[config.mk]
export PLATFORM = sky130hd
export DESIGN_NAME = utf8_text_validator_unit
export DESIGN_NICKNAME = d
export VERILOG_FILES = /design/src/rtl/utv_pkg.sv /design/src/rtl/utf8_text_validator_unit.sv /design/src/rtl/utv_in_stage.sv /design/src/rtl/utv_step.sv /design/src/rtl/utv_text_validator_unit.sv
export SDC_FILE = /design/constraint.sdc
export NUM_CORES = 1
export LEC_CHECK = 0
export ABC_AREA = 1
export BUFFER_PORTS_ARGS = -buffer_cell sky130_fd_sc_hd__buf_2
export CAP_MARGIN = 15
export CORE_ASPECT_RATIO = 1.2
export CORE_UTILIZATION = 54
export CTS_CLUSTER_SIZE = 24
export DETAILED_ROUTE_END_ITERATION = 10
export PLACE_DENSITY = 0.76
export SYNTH_ARGS = -nofsm -noshare
export SYNTH_HDL_FRONTEND = slang
export SYNTH_SLANG_ARGS = --single-unit
[constraint.sdc]
create_clock -name clk -period 1.8 [get_ports clk]
set_input_delay 0.36 -clock clk [delete_from_list [all_inputs] [get_ports clk]]
set_output_delay 0.36 -clock clk [all_outputs]
set_load 0.02 [all_outputs]
[src/rtl/utv_pkg.sv]
// Shared types and constants for the UTF-8 text validator.
package utv_pkg;

    // Byte classification limits
    localparam logic [7:0] ASCII_CTRL_END = 8'h20;
    localparam logic [7:0] ASCII_DEL      = 8'h7f;
    localparam logic [7:0] ASCII_END      = 8'h80;
    localparam logic [7:0] LEAD2_LO       = 8'hc2;
    localparam logic [7:0] LEAD2_HI       = 8'hdf;
    localparam logic [7:0] LEAD3_LO       = 8'he0;
    localparam logic [7:0] LEAD3_HI       = 8'hef;
    localparam logic [7:0] LEAD4_LO       = 8'hf0;
    localparam logic [7:0] LEAD4_HI       = 8'hf4;
    localparam logic [1:0] CONT_TAG       = 2'b10;

    // Code point limits
    localparam logic [20:0] CP_MIN2      = 21'h000080;
    localparam logic [20:0] CP_MIN3      = 21'h000800;
    localparam logic [20:0] CP_MIN4      = 21'h010000;
    localparam logic [20:0] CP_MAX       = 21'h10ffff;
    localparam logic [20:0] CP_SURR_LO   = 21'h00d800;
    localparam logic [20:0] CP_SURR_HI   = 21'h00dfff;

    // Lead classes: number of continuation bytes a lead calls for
    localparam logic [1:0] CLASS_NONE = 2'd0;
    localparam logic [1:0] CLASS_TWO  = 2'd1;
    localparam logic [1:0] CLASS_THREE = 2'd2;
    localparam logic [1:0] CLASS_FOUR = 2'd3;

    // One input word
    typedef struct packed {
        logic [7:0] byte_value;
        logic       last_byte;
        logic       no_data;
    } utv_item_t;

    // Per-string decode state (length count kept apart, its width follows the limit)
    typedef struct packed {
        logic        error_seen;
        logic [1:0]  bytes_pending;
        logic [20:0] code_accum;
        logic [1:0]  lead_class;
    } utv_state_t;

    // Verdict produced by one word
    typedef struct packed {
        logic emit;
        logic verdict;
    } utv_result_t;

endpackage

[src/rtl/utf8_text_validator_unit.sv]
// Top level: UTF-8 string validator, one byte per word, one verdict per string.
// The verdict is registered in the output stage when the final (or no_data) word moves on from the input stage.
// Throughput: one byte per cycle; the single decode step between the input and
// result registers sets this figure, stalling only while an unread verdict blocks.
// Reset: rst_n clears both stage valids and the decode state; the next word starts a string.
module utf8_text_validator_unit
#(
    parameter int MAX_TEXT_BYTES = 64
)
(
    input  logic       clk,
    input  logic       rst_n,
    input  logic       in_valid,
    output logic       in_ready,
    input  logic [7:0] byte_value,
    input  logic       last_byte,
    input  logic       no_data,
    output logic       out_valid,
    input  logic       out_ready,
    output logic       is_valid
);
    import utv_pkg::*;

    localparam int CNT_W = $clog2(MAX_TEXT_BYTES + 2);

    utv_item_t        item_in;
    utv_item_t        item;
    logic             item_valid;
    logic             advance;
    logic             out_free;
    utv_state_t       state_reg;
    utv_state_t       state_next;
    logic [CNT_W-1:0] count_reg;
    logic [CNT_W-1:0] count_next;
    utv_result_t      result;

    assign item_in.byte_value = byte_value;
    assign item_in.last_byte  = last_byte;
    assign item_in.no_data    = no_data;

    utv_in_stage u_in
    (
        .clk        (clk),
        .rst_n      (rst_n),
        .in_valid   (in_valid),
        .in_ready   (in_ready),
        .item_in    (item_in),
        .advance    (advance),
        .item_valid (item_valid),
        .item_out   (item)
    );

    utv_step
    #(
        .MAX_TEXT_BYTES (MAX_TEXT_BYTES),
        .CNT_W          (CNT_W)
    )
    u_step
    (
        .item      (item),
        .state_cur (state_reg),
        .count_cur (count_reg),
        .state_new (state_next),
        .count_new (count_next),
        .result    (result)
    );

    // Move the held word on unless its verdict has nowhere to go
    assign advance = item_valid && (!result.emit || out_free);

    // Commit decode state
    always_ff @(posedge clk or negedge rst_n)
    begin
        if (!rst_n)
        begin
            state_reg <= '0;
            count_reg <= '0;
        end
        else if (advance)
        begin
            state_reg <= state_next;
            count_reg <= count_next;
        end
    end

    utv_out_stage u_out
    (
        .clk       (clk),
        .rst_n     (rst_n),
        .load      (advance),
        .result    (result),
        .free      (out_free),
        .out_valid (out_valid),
        .out_ready (out_ready),
        .is_valid  (is_valid)
    );

endmodule

[src/rtl/utv_in_stage.sv]
// Input register stage: holds one accepted word until the check stage takes it.
module utv_in_stage
(
    input  logic              clk,
    input  logic              rst_n,
    input  logic              in_valid,
    output logic              in_ready,
    input  utv_pkg::utv_item_t item_in,
    input  logic              advance,
    output logic              item_valid,
    output utv_pkg::utv_item_t item_out
);
    import utv_pkg::*;

    logic      valid_reg;
    logic      valid_next;
    utv_item_t item_reg;

    // Accept when empty or when the held word moves on this cycle
    assign in_ready   = !valid_reg || advance;
    assign valid_next = in_valid ? 1'b1 : (advance ? 1'b0 : valid_reg);

    // Track occupancy
    always_ff @(posedge clk or negedge rst_n)
    begin
        if (!rst_n)
        begin
            valid_reg <= 1'b0;
        end
        else if (in_ready)
        begin
            valid_reg <= valid_next;
        end
    end

    // Capture payload on accept
    always_ff @(posedge clk)
    begin
        if (in_valid && in_ready)
        begin
            item_reg <= item_in;
        end
    end

    assign item_valid = valid_reg;
    assign item_out   = item_reg;

endmodule

[src/rtl/utv_step.sv]
// Combinational check of one byte against the running UTF-8 decode state.
module utv_step
#(
    parameter int MAX_TEXT_BYTES = 64,
    parameter int CNT_W          = 7
)
(
    input  utv_pkg::utv_item_t   item,
    input  utv_pkg::utv_state_t  state_cur,
    input  logic [CNT_W-1:0]     count_cur,
    output utv_pkg::utv_state_t  state_new,
    output logic [CNT_W-1:0]     count_new,
    output utv_pkg::utv_result_t result
);
    import utv_pkg::*;

    localparam logic [CNT_W-1:0] MAX_CNT = CNT_W'(MAX_TEXT_BYTES);

    utv_state_t       st;
    logic [CNT_W-1:0] cnt;
    logic [20:0]      cp;
    logic [7:0]       b;

    always_comb
    begin
        st     = state_cur;
        cnt    = count_cur;
        b      = item.byte_value;
        cp     = {state_cur.code_accum[14:0], b[5:0]};
        result = '0;

        if (item.no_data)
        begin
            // Empty or absent string: invalid verdict, drop state
            result.emit    = 1'b1;
            result.verdict = 1'b0;
            st             = '0;
            cnt            = '0;
        end
        else
        begin
            // Count bytes, saturating one past the limit
            if (cnt <= MAX_CNT)
            begin
                cnt = cnt + CNT_W'(1);
            end
            if (cnt > MAX_CNT)
            begin
                st.error_seen = 1'b1;
            end

            if (!st.error_seen)
            begin
                if (st.bytes_pending == 2'd0)
                begin
                    // Lead byte
                    if (b < ASCII_END)
                    begin
                        if (b < ASCII_CTRL_END || b == ASCII_DEL)
                        begin
                            st.error_seen = 1'b1;
                        end
                    end
                    else if (b >= LEAD2_LO && b <= LEAD2_HI)
                    begin
                        st.code_accum    = {16'd0, b[4:0]};
                        st.bytes_pending = 2'd1;
                        st.lead_class    = CLASS_TWO;
                    end
                    else if (b >= LEAD3_LO && b <= LEAD3_HI)
                    begin
                        st.code_accum    = {17'd0, b[3:0]};
                        st.bytes_pending = 2'd2;
                        st.lead_class    = CLASS_THREE;
                    end
                    else if (b >= LEAD4_LO && b <= LEAD4_HI)
                    begin
                        st.code_accum    = {18'd0, b[2:0]};
                        st.bytes_pending = 2'd3;
                        st.lead_class    = CLASS_FOUR;
                    end
                    else
                    begin
                        st.error_seen = 1'b1;
                    end
                end
                else if (b[7:6] != CONT_TAG)
                begin
                    st.error_seen = 1'b1;
                end
                else
                begin
                    // Continuation byte: shift in six bits
                    st.code_accum    = cp;
                    st.bytes_pending = st.bytes_pending - 2'd1;
                    if (st.bytes_pending == 2'd0)
                    begin
                        if ((st.lead_class == CLASS_TWO   && cp < CP_MIN2) ||
                            (st.lead_class == CLASS_THREE && cp < CP_MIN3) ||
                            (st.lead_class == CLASS_FOUR  && cp < CP_MIN4) ||
                            cp > CP_MAX ||
                            (cp >= CP_SURR_LO && cp <= CP_SURR_HI))
                        begin
                            st.error_seen = 1'b1;
                        end
                    end
                end
            end

            // End of string: cut-off sequence fails, then report and clear
            if (item.last_byte)
            begin
                result.emit    = 1'b1;
                result.verdict = !(st.error_seen || st.bytes_pending != 2'd0);
                st             = '0;
                cnt            = '0;
            end
        end

        state_new = st;
        count_new = cnt;
    end

endmodule

[src/rtl/utv_text_validator_unit.sv]
// Output register stage: holds one verdict word until the consumer takes it.
module utv_out_stage
(
    input  logic                 clk,
    input  logic                 rst_n,
    input  logic                 load,
    input  utv_pkg::utv_result_t result,
    output logic                 free,
    output logic                 out_valid,
    input  logic                 out_ready,
    output logic                 is_valid
);
    import utv_pkg::*;

    logic valid_reg;
    logic valid_next;
    logic verdict_reg;

    // Slot is free when empty or being drained this cycle
    assign free       = !valid_reg || out_ready;
    assign valid_next = (load && result.emit) ? 1'b1 : (out_ready ? 1'b0 : valid_reg);

    // Track occupancy
    always_ff @(posedge clk or negedge rst_n)
    begin
        if (!rst_n)
        begin
            valid_reg <= 1'b0;
        end
        else
        begin
            valid_reg <= valid_next;
        end
    end

    // Hold the verdict until taken
    always_ff @(posedge clk)
    begin
        if (load && result.emit)
        begin
            verdict_reg <= result.verdict;
        end
    end

    assign out_valid = valid_reg;
    assign is_valid  = verdict_reg;

endmodule
# Word level (Yosys, flattened, before mapping)
# Cells that the tools add are included.
# W data, S select, Z words.
totals:
  register_bits: 40
  in_bits: 14
op_classes:
  add_sub_neg: 2
  reduce_logical: 34
  bitwise_logic: 1
  mux: 31
  eq_ne: 10
  magnitude_cmp: 16
ops:
  columns: ["op", "count"]
  rows:
  - ["$mux W26", 4]
  - ["$mux W25", 4]
  - ["$mux W7", 4]
  - ["$ge A8 B8 Y1 const B", 3]
  - ["$le A8 B8 Y1 const B", 3]
  - ["$mux W24", 1]
  - ["$mux W23", 1]
  - ["$ge A21 B16 Y1 const B", 1]
  - ["$gt A21 B21 Y1 const B", 1]
  - ["$le A21 B16 Y1 const B", 1]
  - ["$lt A21 B12 Y1 const B", 1]
  - ["$lt A21 B17 Y1 const B", 1]
  - ["$lt A21 B8 Y1 const B", 1]
  - ["$mux W1", 14]
  - ["$logic_and A1 B1 Y1", 10]
  - ["$reduce_and A5 Y1", 2]
  - ["$logic_or A1 B1 Y1", 9]
  - ["$eq A8 B7 Y1 const B", 1]
  - ["$lt A8 B6 Y1 const B", 1]
  - ["$lt A8 B8 Y1 const B", 1]
  - ["$add A7 B1 Y7 const B", 1]
  - ["$gt A7 B7 Y1 const B", 1]
  - ["$le A7 B7 Y1 const B", 1]
  - ["$mux W2", 3]
  - ["16 further kinds", 24]

# Longest topological paths before layout
depth:
  depth_word: 22
  mapped_depth: 16
  mapped_depth_nobuf: 15

# By module
# Synthesis repeated with hierarchy kept, for this count alone.
hier_totals:
  cells_unflattened: 491
  area_unflattened_um2: 3389.5
modules_own_cells:
  columns: ["mod", "cells_each", "area_per_inst_um2", "instances", "seq_area_each_um2"]
  rows:
  - ["utv_step", 322, 1597.8, 1, 0.0]
  - ["utf8_text_validator_unit", 146, 1367.6, 1, 825.8]
  - ["utv_in_stage", 16, 345.3, 1, 325.3]
  - ["utv_out_stage", 7, 78.8, 1, 55.1]

# Least setup slack after synthesis
# Ideal clock, no wire load.
synth_timing:
  kind: "register -> register"
  startpoint: "reg count_reg[0]"
  endpoint: "reg state_reg[9] (netlist name)"
  arrival_ps: 1761
  stages_incl_launch_ff: 14
  path_buffers: 1
  setup_ps: 117
  required_ps: 1683
  slack_ps: -78
  path_cell_list: "dfrtp_1 -> inv_1 -> ha_1 -> nand3_2 -> nand2_2 -> a21boi_1 -> nand2_2 -> o21ai_4 -> nand2_4 -> nand2_4 -> nand2_4 -> buf_6 -> nand2_1 -> nand2_1"
synth_between:
  elab_chain_cells: 8
  word_cells_on_any_way: 9
  cone_classes: "add/sub: 1; order compare: 2; eq/ne: 1; mux: 4; reduce/logical: 1"
synth_rtl:
  columns: ["element", "line", "rtl"]
  rows:
  - ["start: declaration", "utf8_text_validator_unit.sv:33", "logic [CNT_W-1:0] count_reg;"]
  - ["start signal: assignment", "utf8_text_validator_unit.sv:82", "count_reg <= count_next;"]
  - ["$add A7 B1 Y7 or $le A7 B7 Y1 (tied branches)", "utv_step.sv:45, utv_step.sv:43", null]
  - ["$mux W7 (*)", "utv_step.sv:43", "if (cnt <= MAX_CNT)"]
  - ["$mux W7 (*)", "utv_step.sv:32", "if (item.no_data)"]
  - ["$gt A7 B7 Y1 (*)", "utv_step.sv:47", "if (cnt > MAX_CNT)"]
  - ["$mux W1 (*)", "utv_step.sv:47", null]
  - ["$mux W1 (*)", "utv_step.sv:32", null]
  - ["$ne A3 B3 Y1 (no line) (*)", null, null]
  - ["$reduce_and A5 Y1 (no line) (*)", null, null]
  - ["end signal: assignment", "utf8_text_validator_unit.sv:81", "state_reg <= state_next;"]
  - ["end: declaration", "utf8_text_validator_unit.sv:31", "utv_state_t state_reg;"]
# Every way passes the cells marked *; elsewhere a longest branch is shown, timed or not. The select of a mux whose other input is x is not followed.
# A chain may end at the register's enable or synchronous reset.

# Worst setup path after layout
layout_timing:
  startpoint: "reg count_reg[0]"
  endpoint: "reg u_out.verdict_reg, in the netlist u_out.is_valid (data pin)"
layout_between:
  elab_chain_cells: 11
  word_cells_on_any_way: 12
  cone_classes: "add/sub: 1; order compare: 2; mux: 6; reduce/logical: 3"
layout_rtl:
  columns: ["element", "line", "rtl"]
  rows:
  - ["$add A7 B1 Y7 or $le A7 B7 Y1 (tied branches)", "utv_step.sv:45, utv_step.sv:43", null]
  - ["$mux W7 (*)", "utv_step.sv:43", null]
  - ["$mux W7 (*)", "utv_step.sv:32", null]
  - ["$gt A7 B7 Y1 (*)", "utv_step.sv:47", null]
  - ["$mux W1 (*)", "utv_step.sv:47", null]
  - ["$mux W1 (*)", "utv_step.sv:32", null]
  - ["$mux W26 (*)", "utv_step.sv:52", "if (!st.error_seen)"]
  - ["$mux W26 (*)", "utv_step.sv:32", null]
  - ["$reduce_bool A2 Y1", "utv_step.sv:114", "result.verdict = !(st.error_seen || st.bytes_pending != 2'd0);"]
  - ["$logic_or A1 B1 Y1 (*)", "utv_step.sv:114", null]
  - ["$logic_not A1 Y1 (*)", "utv_step.sv:114", null]
  - ["end signal: assignment", "utv_text_validator_unit.sv:41", "verdict_reg <= result.verdict;"]
  - ["end: declaration", "utv_text_validator_unit.sv:17", "logic verdict_reg;"]
# Marks and branches as above.

==> key figures <==
Critical path
  – Slowest Stage Delay on Critical Path: 0.47 ns
  – Worst-path cell chain: ha_4 > nand2_4 > nor2_4 > nand2_1 > nand2_1 > nand2_2 > nand2_2 > inv_2 > nand3_2 > o21ai_4 > nand2_4 > nand2_2 > nand2_1 > nand2_1 > nor2_1
  – Crit path launch type: flip-flop
  – CP Max Fanout: 5
  – CP Capture Type: flip-flop
  – CP Data Required Time: 1.85 ns
  – Slowest CP cell: dfrtp_2
  – CP arrival: 2.07 ns
  – CP Class: reg2reg
  – Critical path's most frequent cell: nand2_1

STA
  – Final worst setup slack: -0.219 ns
  – Unrepaired setup endpoints after global routing: true
  – Final Skew: 0.00339 ns
  – Hold Violations, Final: 0
  – Fin. max-slew vios: 0
  – Final setup vio count: 22
  – Relative slew margins: 57.3%
  – Setup TNS: -3.98 ns
  – Slew at the pin closest to its max-slew limit: 0.640 ns
  – Final period util: 112%
  – Fmax: 495 MHz
  – Min Tclk post-route: 2.02 ns

Floorplanning
  – Core Box Area: 3970 um2
  – Starting Density: 57.1%
  – Row Count: 25
  – Die Width: 61.2 um
  – Chip height: 73.0 um
  – I/O pin count: 17
  – Full die area: 4470 um2

Run status
  – Failing checks: negative setup slack
  – Status: finished with violations

Clocking
  – Reg clk slew, reported paths: 0.07 ns
  – CTS tree: built
  – Clk buf depth: 2
  – Post-cts hold buffer count: 0
  – Num Clock Sinks: 40
  – H-tree depth: 2
  – Clock Root Buffer: clkbuf_8
  – TritonCTS Buffers: 5
  – Worst-skew pair later-pin latency: 0.29 ns

Final layout
  – # diodes: 0
  – Final #Nets: 360
  – Synthesis-to-finish area growth: 25.0%
  – Final core occ: 71.4%
  – Max reg flops: 20
  – Layout cell share with drive strength beyond 1: 27.7%

Detailed routing
  – Routed via count: 2,122
  – DRT iter0 DRCs: 109
  – 1st-pass router iterations: 4
  – DRT antenna net count: 0
  – Via density per instance: 5.35
  – DR WL/cell: 13.5 um
  – Routed wire length: 5.37 mm
  – Drt drc: 0

Synth
  – Prevailing post-synth register cell: dfrtp_1
  – Main combinational cell family by area after synthesis: simple AND/OR/NAND/NOR gates
  – Post-Syn Nets: 310
  – Avg Cell Area, Syn: 7.77 um2
  – Seq/Total Area, Yosys: 46.5%
  – Synth Area in Compound Gates: 7.83%
  – Ys async rst share: 72.5%
  – Yosys cell types: 33
  – Post-synth top area cell: dfrtp_1
  – XOR/XNOR Fraction of Synth Area: 0.386%
  – Synth top area share: 32.0%
  – YS warnings: 0
  – Post-synth EDFFs: 11
  – Mux contribution to synthesized area: 0%
  – Mapped cell area: 2270 um2
  – Top-count cell post-synth: nand2_1
  – Synthesized-area fraction occupied by adder cells: 2.21%
  – Simple-gate portion of the synthesized area: 35.0%
  – Mapped Cells: 292
  – Ranking of synthesized cells by area: dfrtp_1, nand2_1, edfxtp_1
  – Most frequent cells after synthesis: nand2_1, inv_1, nor2_1, dfrtp_1, nand3_1
  – Synthesized flop and latch total: 40

Global routing
  – Initial antenna violation count: 0
  – Largest net degree at the start of global routing: 30
  – Aggregate global-route resource usage: 25.3%
  – GR Overflow Total: 0
  – First-pass GRT wire length: 8.27 mm
  – Vias in the first global route: 2,031

Pwr
  – Power share of the combinational group: 32.5%
  – Sw frac: 35.0%
  – Clock share of power: 23.4%
  – Cell internal pwr: 1.57 mW
  – Seq pwr share: 44.1%
  – LEAKAGE: 1.41 nW
  – Maximum VDD drop: 0.778 mV
  – Power per standard cell area: 849 nW/um2
  – Final Total Pwr: 2.41 mW
  – Sw Pwr: 0.844 mW

Worst hold path
  – Worst hold path class: in2async

Flow run
  – Max-Cap Viols: 0

Placed design
  – DP HPWL: 3.59 mm
  – Global placement routability congestion: 0.954
  – Post-Place Setup Slack: -0.145 ns
  – I/O Buffers: 16
-- area by class of cell --
class | instances | area, um2
multi-input combinational | 211 | 1180
clock inverter | 1 | 3.75
clock buffer | 7 | 76.3
inverter | 40 | 153
tap | 54 | 67.6
sequential | 40 | 1060
timing repair buffer | 44 | 294
fill | 329 | 1130
-- worst max-delay path: cells and delay by family (launching register included) --
kind,cells,cell delay [ns]
buffers and inverters,1,0.05
DFF,1,0.47
AOI/OAI and AO/OA,1,0.21
adders and majority gates,1,0.20
and+or+nand+nor,12,0.83
-- power by group through the flow --
stage / logic [mW] / clock network, mW / registers (mW)
detailed placement: 0.696 / 0 / 1.07
global placement: 0.678 / 0 / 1.07
CTS: 0.711 / 0.575 / 1.05
floorplan: 0.474 / 0 / 1.07
global route: 0.862 / 0.609 / 1.07
finish: 0.783 / 0.563 / 1.06
-- worst paths after layout --
path | startpoint | to | slack, ns | cells after the start
max reg2reg | count_reg[0] | u_out.is_valid | -0.22 | 15
min reg2reg | state_reg[2] | state_reg[2] | 0.48 | 2
min in group clk | byte_value[3] | u_in.item_out[5] | 0.24 | 1
min | rst_n | count_reg[5] | 0.09 | 1
max in group asynchronous | rst_n | count_reg[1] | 1.26 | 1
max | count_reg[0] | u_out.is_valid | -0.22 | 15
-- repair_timing --
| item | 4_1_cts | 5_1_grt |
|---|---|---|
| hold endpoints to repair | 0 | 0 |
| buffers inserted | 5 | 2 |
| pin swaps | 5 | 11 |
| gates cloned | 0 | 3 |
| resized for setup | 7 | 25 |
| endpoints found under the setup margin | 21 | 22 |
-- per-layer routing --
layer / track usage (%) / vias to the layer above / part of all wire [%]
met5: 0 / - / 0
met4: 12.9 / 0 / 2.6
met3: 5.50 / 16 / 3.3
met2: 44.7 / 60 / 54
met1: 27.7 / 997 / 41
li1: - / 1049 / -
-- kinds of logic (layout without fill, tap and decap cells) --
| group | after synthesis | after routing |
|---|---|---|
| and+or+nand+nor | 175 | 178 |
| buffers and inverters | 44 | 92 |
| DFF | 40 | 40 |
| AOI/OAI and AO/OA | 28 | 28 |
| adders and majority gates | 4 | 4 |
| xor gates and xnor gates | 1 | 1 |
-- placed cells by master, fill, tap and decap left out, types with 5 or more instances in the layout --
| cell type | count |
|---|---|
| dfrtp_1 | 27 |
| buf_4 | 27 |
| nand3b_1 | 5 |
| inv_2 | 5 |
| a21oi_1 | 6 |
| o22ai_1 | 7 |
| clkbuf_8 | 5 |
| nand4_1 | 6 |
| nand2_2 | 17 |
| nor2_1 | 30 |
| edfxtp_1 | 11 |
| nand3_1 | 21 |
| buf_2 | 16 |
| inv_1 | 34 |
| nand2_1 | 80 |
-- per-stage QoR --
step | hold WS (ns) | cell area (um2) | cells
6_report | 0.0880 | 2840 | 397
3_3_place_gp | 0.424 | 2560 | 380
5_1_grt | 0.136 | 2840 | 397
2_1_floorplan | 0.0644 | 2290 | 292
3_5_place_dp | 0.421 | 2560 | 380
4_1_cts | 0.108 | 2710 | 393
(Power assumes the default switching activity.)
